**src/rtl/three_level_ready_queue_scheduler_unit_assert.svh**
```systemverilog
// Assertion helpers for the ready-queue scheduler.
`ifndef THREE_LEVEL_READY_QUEUE_SCHEDULER_UNIT_ASSERT_SVH
`define THREE_LEVEL_READY_QUEUE_SCHEDULER_UNIT_ASSERT_SVH

// Same-cycle implication, checked outside reset.
`define TLRQ_ASSERT_NOW(lbl, ante, cons, msg) \
    lbl: assert property (@(posedge i_clk) disable iff (!i_rst_n) (ante) |-> (cons)) \
        else $error(msg);

// Next-cycle implication, checked outside reset.
`define TLRQ_ASSERT_NEXT(lbl, ante, cons, msg) \
    lbl: assert property (@(posedge i_clk) disable iff (!i_rst_n) (ante) |=> (cons)) \
        else $error(msg);

`endif

```
**src/rtl/tlrq_pkg.sv**
```systemverilog
package tlrq_pkg;

    localparam int SLOTS  = 32;
    localparam int SLOT_W = $clog2(SLOTS);
    localparam int CNT_W  = $clog2(SLOTS + 1);
    localparam int TICK_W = 32;

    localparam logic [7:0]  PRIO_MAX  = 8'd149;
    localparam logic [7:0]  BAND1_MIN = 8'd100;
    localparam logic [7:0]  BAND2_MIN = 8'd50;
    localparam logic [15:0] THR_RST   = 16'd1500;
    localparam logic [5:0]  STEP_RST  = 6'd10;
    localparam logic [7:0]  CAP_RST   = 8'd149;

    // level indexes (level one is the shortest-burst queue)
    localparam logic [1:0] LVL_ONE   = 2'd0;
    localparam logic [1:0] LVL_TWO   = 2'd1;
    localparam logic [1:0] LVL_THREE = 2'd2;

    localparam logic [1:0] CFG_THRESHOLD = 2'd0;
    localparam logic [1:0] CFG_STEP      = 2'd1;
    localparam logic [1:0] CFG_CAP       = 2'd2;

    typedef enum logic [1:0] {
        KIND_ENQ = 2'd0,
        KIND_DEQ = 2'd1,
        KIND_AGE = 2'd2
    } t_kind;

    typedef enum logic [3:0] {
        ST_IDLE, ST_ENQ, ST_LINK_INIT, ST_LINK, ST_PREEMPT, ST_DEQ,
        ST_SNAP, ST_AGE_RD, ST_UNLINK, ST_AGE_OUT, ST_FIN
    } t_state;

    typedef struct packed {
        logic [1:0]        kind;
        logic [7:0]        thread_id;
        logic [7:0]        priority_req;
        logic [31:0]       predicted_burst;
        logic [TICK_W-1:0] run_total;
        logic [TICK_W-1:0] wait_mark;
        logic              first_entry;
        logic              from_running;
        logic [TICK_W-1:0] now_ticks;
        logic              running_valid;
        logic [7:0]        running_priority;
        logic [31:0]       running_burst;
    } t_in_item;

    typedef struct packed {
        logic [7:0]  out_thread;
        logic        out_valid;
        logic [1:0]  out_level;
        logic [7:0]  new_priority;
        logic [31:0] new_wait_mark;
        logic        preempt_request;
        logic        store_full;
        logic        last;
    } t_out_item;

    typedef struct packed {
        logic [7:0]        thread;
        logic [7:0]        prio;
        logic [31:0]       burst;
        logic [TICK_W-1:0] run;
        logic [TICK_W-1:0] mark;
        logic [SLOT_W-1:0] nxt;
    } t_entry;

    typedef struct packed {
        logic              fld_en;
        logic              prio_en;
        logic              mark_en;
        logic [SLOT_W-1:0] addr;
        logic [7:0]        thread;
        logic [7:0]        prio;
        logic [31:0]       burst;
        logic [TICK_W-1:0] run;
        logic [TICK_W-1:0] mark;
        logic              nx0_en;
        logic [SLOT_W-1:0] nx0_addr;
        logic [SLOT_W-1:0] nx0_data;
        logic              nx1_en;
        logic [SLOT_W-1:0] nx1_addr;
        logic [SLOT_W-1:0] nx1_data;
    } t_st_wr;

    typedef struct packed {
        logic [7:0]        thread;
        logic              valid;
        logic [1:0]        level;
        logic [7:0]        prio;
        logic [TICK_W-1:0] mark;
        logic              full;
    } t_res;

    function automatic logic [7:0] clamp_prio(input logic [7:0] p);
        return (p > PRIO_MAX) ? PRIO_MAX : p;
    endfunction

    function automatic logic [1:0] band_of(input logic [7:0] p);
        return (p >= BAND1_MIN) ? LVL_ONE : ((p >= BAND2_MIN) ? LVL_TWO : LVL_THREE);
    endfunction

endpackage

```
**src/rtl/tlrq_store.sv**
```systemverilog
module tlrq_store (
    input  logic                           i_clk,
    input  logic                           i_rst_n,
    input  logic [tlrq_pkg::SLOT_W-1:0]    i_raddr,
    output tlrq_pkg::t_entry               o_rdata,
    input  tlrq_pkg::t_st_wr               i_wr
);
    logic [7:0]                    r_thread [tlrq_pkg::SLOTS];
    logic [7:0]                    r_prio   [tlrq_pkg::SLOTS];
    logic [31:0]                   r_burst  [tlrq_pkg::SLOTS];
    logic [tlrq_pkg::TICK_W-1:0]   r_run    [tlrq_pkg::SLOTS];
    logic [tlrq_pkg::TICK_W-1:0]   r_mark   [tlrq_pkg::SLOTS];
    logic [tlrq_pkg::SLOT_W-1:0]   r_next   [tlrq_pkg::SLOTS];

    always_ff @(posedge i_clk) begin
        if (i_wr.fld_en) begin
            r_thread[i_wr.addr] <= i_wr.thread;
            r_burst[i_wr.addr]  <= i_wr.burst;
            r_run[i_wr.addr]    <= i_wr.run;
        end
        if (i_wr.prio_en) begin
            r_prio[i_wr.addr] <= i_wr.prio;
        end
        if (i_wr.mark_en) begin
            r_mark[i_wr.addr] <= i_wr.mark;
        end
    end

    // link field: free chain in slot order after reset
    always_ff @(posedge i_clk) begin
        if (!i_rst_n) begin
            for (int i = 0; i < tlrq_pkg::SLOTS; i++) begin
                r_next[i] <= tlrq_pkg::SLOT_W'(i + 1);
            end
        end else begin
            if (i_wr.nx0_en) begin
                r_next[i_wr.nx0_addr] <= i_wr.nx0_data;
            end
            if (i_wr.nx1_en) begin
                r_next[i_wr.nx1_addr] <= i_wr.nx1_data;
            end
        end
    end

    assign o_rdata = '{thread: r_thread[i_raddr], prio: r_prio[i_raddr],
                       burst: r_burst[i_raddr], run: r_run[i_raddr],
                       mark: r_mark[i_raddr], nxt: r_next[i_raddr]};
endmodule

```
**config.mk**
```make
export PLATFORM = sky130hd
export DESIGN_NAME = tlrq_store
export DESIGN_NICKNAME = d
export VERILOG_FILES = /design/src/rtl/three_level_ready_queue_scheduler_unit_assert.svh /design/src/rtl/tlrq_pkg.sv /design/src/rtl/tlrq_store.sv
export SDC_FILE = /design/constraint.sdc
export NUM_CORES = 2
export LEC_CHECK = 0
export ABC_AREA = 1
export BUFFER_PORTS_ARGS = -buffer_cell sky130_fd_sc_hd__buf_2
export CORE_MARGIN = 1
export CORE_UTILIZATION = 50
export DETAILED_ROUTE_END_ITERATION = 6
export PLACE_DENSITY = 0.74
export SYNTH_ARGS = -nofsm -noshare
export SYNTH_HDL_FRONTEND = slang
export SYNTH_SLANG_ARGS = --single-unit
```
**constraint.sdc**
```tcl
create_clock -name i_clk -period 6.1 [get_ports i_clk]
set_input_delay 0 -clock i_clk [delete_from_list [all_inputs] [get_ports i_clk]]
set_output_delay 0 -clock i_clk [all_outputs]
set_load 0.1 [all_outputs]
```
==> qor_table.md <==
| Quantity | Value | Unit |
|---|---|---|
| Run status | finished, violations left | - |
| Violations in the final reports | design-rule violations | - |
| Post-Synthesis Mean Instance Area | 11.9 | µm² |
| Number of cells on the worst hold path | 2 | - |
| Synthesized-area fraction occupied by ao, oa, aoi and oai cells | 0.762 | % |
| Hold-critical path endpoint | r_mark[29][27] | - |
| Final estimated routing congestion in global placement | 0.837 | - |
| Actual transition at the worst max-transition pin | 1.26 | ns |
| Cts bufs inserted | 373 | - |
| Count of clock tree sinks | 3,744 | - |
| # resized after CTS | 0 | - |
| Global-route usage over all layers | 27.0 | % |
| Commonest cells after routing, fill and taps aside | 4,307 x nand2_1, 3,744 x edfxtp_1, 3,402 x nand3_1 | - |
| Multiplexer fraction of the synthesized cell area | 0 | % |
| Max capacitance violation total | 0 | - |
| Portion of the clock cycle consumed by the worst path in the final layout | 64.4 | % |
| Worst path cell trace | dlygate4sd3_1 > buf_2 > nand2_4 > nor3_4 > dlygate4sd3_1 > nand2_1 > nor2_1 > dlygate4sd3_1 > a31oi_1 > dlygate4sd3_1 | - |
| Standard cell core area | 0.303 | mm² |
| Highest net fanout along the worst path | 34 | - |
| Critical path start-end classification | input port to register | - |
| Total wire length after detailed routing | 426 | mm |
| Die Y-Extent | 554 | µm |
| Pin count of the biggest net entering global routing | 215 | - |
| Post-route antenna net violation count | 0 | - |
| Classification of the worst-slack hold path | input port to register | - |
| Nets@finish | 13,000 | - |
| Via count of the first global-routing pass | 98,000 | - |
| Number of buffers and inverters on the critical path | 5 | - |
| Share of the synthesized netlist area taken by xor and xnor gates | 0 | % |
| Synth Area in Adders | 0 | % |
| Area fraction in and, or, nand and nor cells after synthesis | 22.4 | % |
| Leakage power of the design | 60.4 | nW |
| Number of antenna violations at the first check in global routing | 40 | - |
| IO Count | 266 | - |
| Worst hold start | i_wr[49] | - |
| Routed WL per cell | 24.8 | µm |
| Cell with the biggest individual delay on the critical path | dlygate4sd3_1 | - |
| Deepest clock path buffer count | 4 | - |
| Depth of the CTS H-tree | 5 | - |
| Largest family of logic cells by synthesized area | simple AND/OR/NAND/NOR gates | - |
| Count of final max-slew check failures | 0 | - |
| Area added between synthesis and finish | 12.1 | % |
| Top cell by count, worst path | dlygate4sd3_1 | - |
| Count of different cell masters after synthesis | 34 | - |
| Maximum clock frequency | 0.255 | GHz |
| Worst-case headroom to the max-slew limit | 15.6 | % |
| Wire length of the first global-routing pass | 621 | mm |
| Count of unresolved DRC violations after routing | 8 | - |
| Max VDD drop | 0.000248 | V |
| Clock-pin slew reported for the worst setup and hold paths after clock tree synthesis | 0.06 | ns |
| Yosys warns | 0 | - |
| Area enclosed by the die boundary | 0.307 | mm² |
| Sequential share of the synthesized area | 73.9 | % |
| Count of input and output buffers | 265 | - |
| Total power draw | 55.3 | mW |
| DIE WIDTH | 554 | µm |
| Mean number of vias per cell | 6.07 | - |
| Ratio of cells with drive above 1 in the final layout | 8.22 | % |
| Final sum of negative setup slack | 0 | ns |
| Setup repair after global routing missed its margin | no | - |
| Part of the total power dissipated in combinational logic | 7.4 | % |
| Detailed-route via count | 104,000 | - |
| #FFs+latches synth | 3,744 | - |
| DRC violation total after the first TritonRoute iteration | 15,500 | - |
| Final Hold Viols | 0 | - |
| Post-synthesis cell count | 12,800 | - |
| CP arrival | 4.59 | ns |
| Most frequent standard cell in the layout excluding fill and tap cells | nand2_1 | - |
| Largest delay share family, worst path | buffers and inverters | - |
| Effective utilization at floorplan | 50.3 | % |
| Element type at the critical path end | register | - |
| Site Rows | 202 | - |
| Clock power frac | 40.6 | % |
| Clock tree from TritonCTS | built | - |
| Switch Pwr | 13.1 | mW |
| First-pass DRT Iterations | 7 | - |
| Root buffer cell | clkbuf_16 | - |
| Switching portion of total power | 23.6 | % |
| Crit path largest cell delay | 1.11 | ns |
| Crit path launch type | input port | - |
| GRT Residual Overflow | 0 | - |
| Setup violators final | 0 | - |
| Worst EP required | 6.77 | ns |
| Total internal power | 42.3 | mW |
| Time the final worst path needs with I/O delays and setup | 3.93 | ns |
| Dpl hpwl | 194 | mm |
| Net count after synthesis | 12,900 | - |
| Power Density | 325 | mW/mm² |
| Synthesized area | 0.152 | mm² |
| Sequential cell fraction of total power | 52.0 | % |
## stage by stage
stage,utilization (%),setup slack [ns],std cells,instance area (µm²),hold slack [ns]
final,56.3,2.17,17200,171000,0.103
after global routing,56.3,2.26,17200,170000,0.0939
after CTS,56.3,2.51,17200,170000,0.0453
after detailed placement,51.8,2.88,16300,157000,0.369
after global placement,51.8,2.89,16300,157000,0.364
after floorplan,-,0.103,12800,152000,0.0989
## routing by layer
metal | up-vias | wire, µm | GRT usage (%)
met4 | 14 | 21600 | 12.8
li1 | 45600 | - | -
met1 | 50400 | 157000 | 35.8
met3 | 1302 | 47100 | 4.10
met5 | - | 86 | 0
met2 | 6966 | 201000 | 44.0
## worst max path at each step
stage / cells past startpoint / from / slack, ns / end
after floorplan: 3 / i_wr[135] / 0.10 / r_burst[12][0]
after global placement: 11 / i_raddr[0] / 2.89 / o_rdata[97]
after detailed placement: 11 / i_raddr[0] / 2.88 / o_rdata[8]
after CTS: 10 / i_rst_n / 2.51 / r_next[25][3]
after global routing: 10 / i_rst_n / 2.26 / r_next[25][3]
final: 10 / i_rst_n / 2.17 / r_next[25][3]
## power by group through the flow
stage | combinational [mW] | clock [mW] | sequential (mW)
6_report | 4.10 | 22.5 | 28.8
5_1_grt | 4.37 | 23.5 | 28.8
4_1_cts | 4.05 | 22.6 | 28.8
3_5_place_dp | 3.92 | 0 | 29.3
3_3_place_gp | 3.87 | 0 | 29.3
2_1_floorplan | 2.61 | 0 | 29.3
## cell families (layout without fill, tap and decap cells)
family,after synthesis,after routing
other,0,14
and+or+nand+nor,7867,7867
DFF,3744,3744
AOI/OAI and AO/OA,202,202
buffers and inverters,939,1379
## state kept, by name, indices dropped and copies added (netlist names)
name,cells
r_run,1024
r_mark,1024
r_burst,1024
r_prio,256
r_next,160
r_thread,256
## repair_timing
action | 4_1_cts | 5_1_grt
hold buffers | 181 | 0
buffers inserted | 0 | 0
hold endpoints to repair | 4075 | 0
## cell type report
type,count,area [µm²]
fill,23400,132000
sequential,3744,112000
multi-input combinational,8069,35700
clock buffer,431,9590
timing repair buffer,617,5060
tap,3978,4980
clock inverter,247,2360
inverter,84,370
antenna,14,35.0
## Yosys cell counts, drive strengths merged
| library cell | number | area [µm²] |
|---|---|---|
| o22a | 3 | 26.3 |
| a31oi | 5 | 31.3 |
| nand3b | 1 | 7.51 |
| o21ai | 108 | 541 |
| nand4 | 3 | 18.8 |
| buf | 670 | 3470 |
| nand2 | 4310 | 16200 |
| edfxtp | 3744 | 112000 |
| nand3 | 3404 | 17000 |
| o22ai | 55 | 344 |
| nor3 | 52 | 408 |
| a21oi | 8 | 43.8 |
| a41oi | 1 | 8.76 |
| clkinv | 3 | 11.3 |
| a21boi | 1 | 7.51 |
| clkbuf | 185 | 698 |
| a22oi | 21 | 158 |
| nor2 | 97 | 399 |
| inv | 81 | 309 |
No activity file was read; power rests on OpenSTA's default activity.
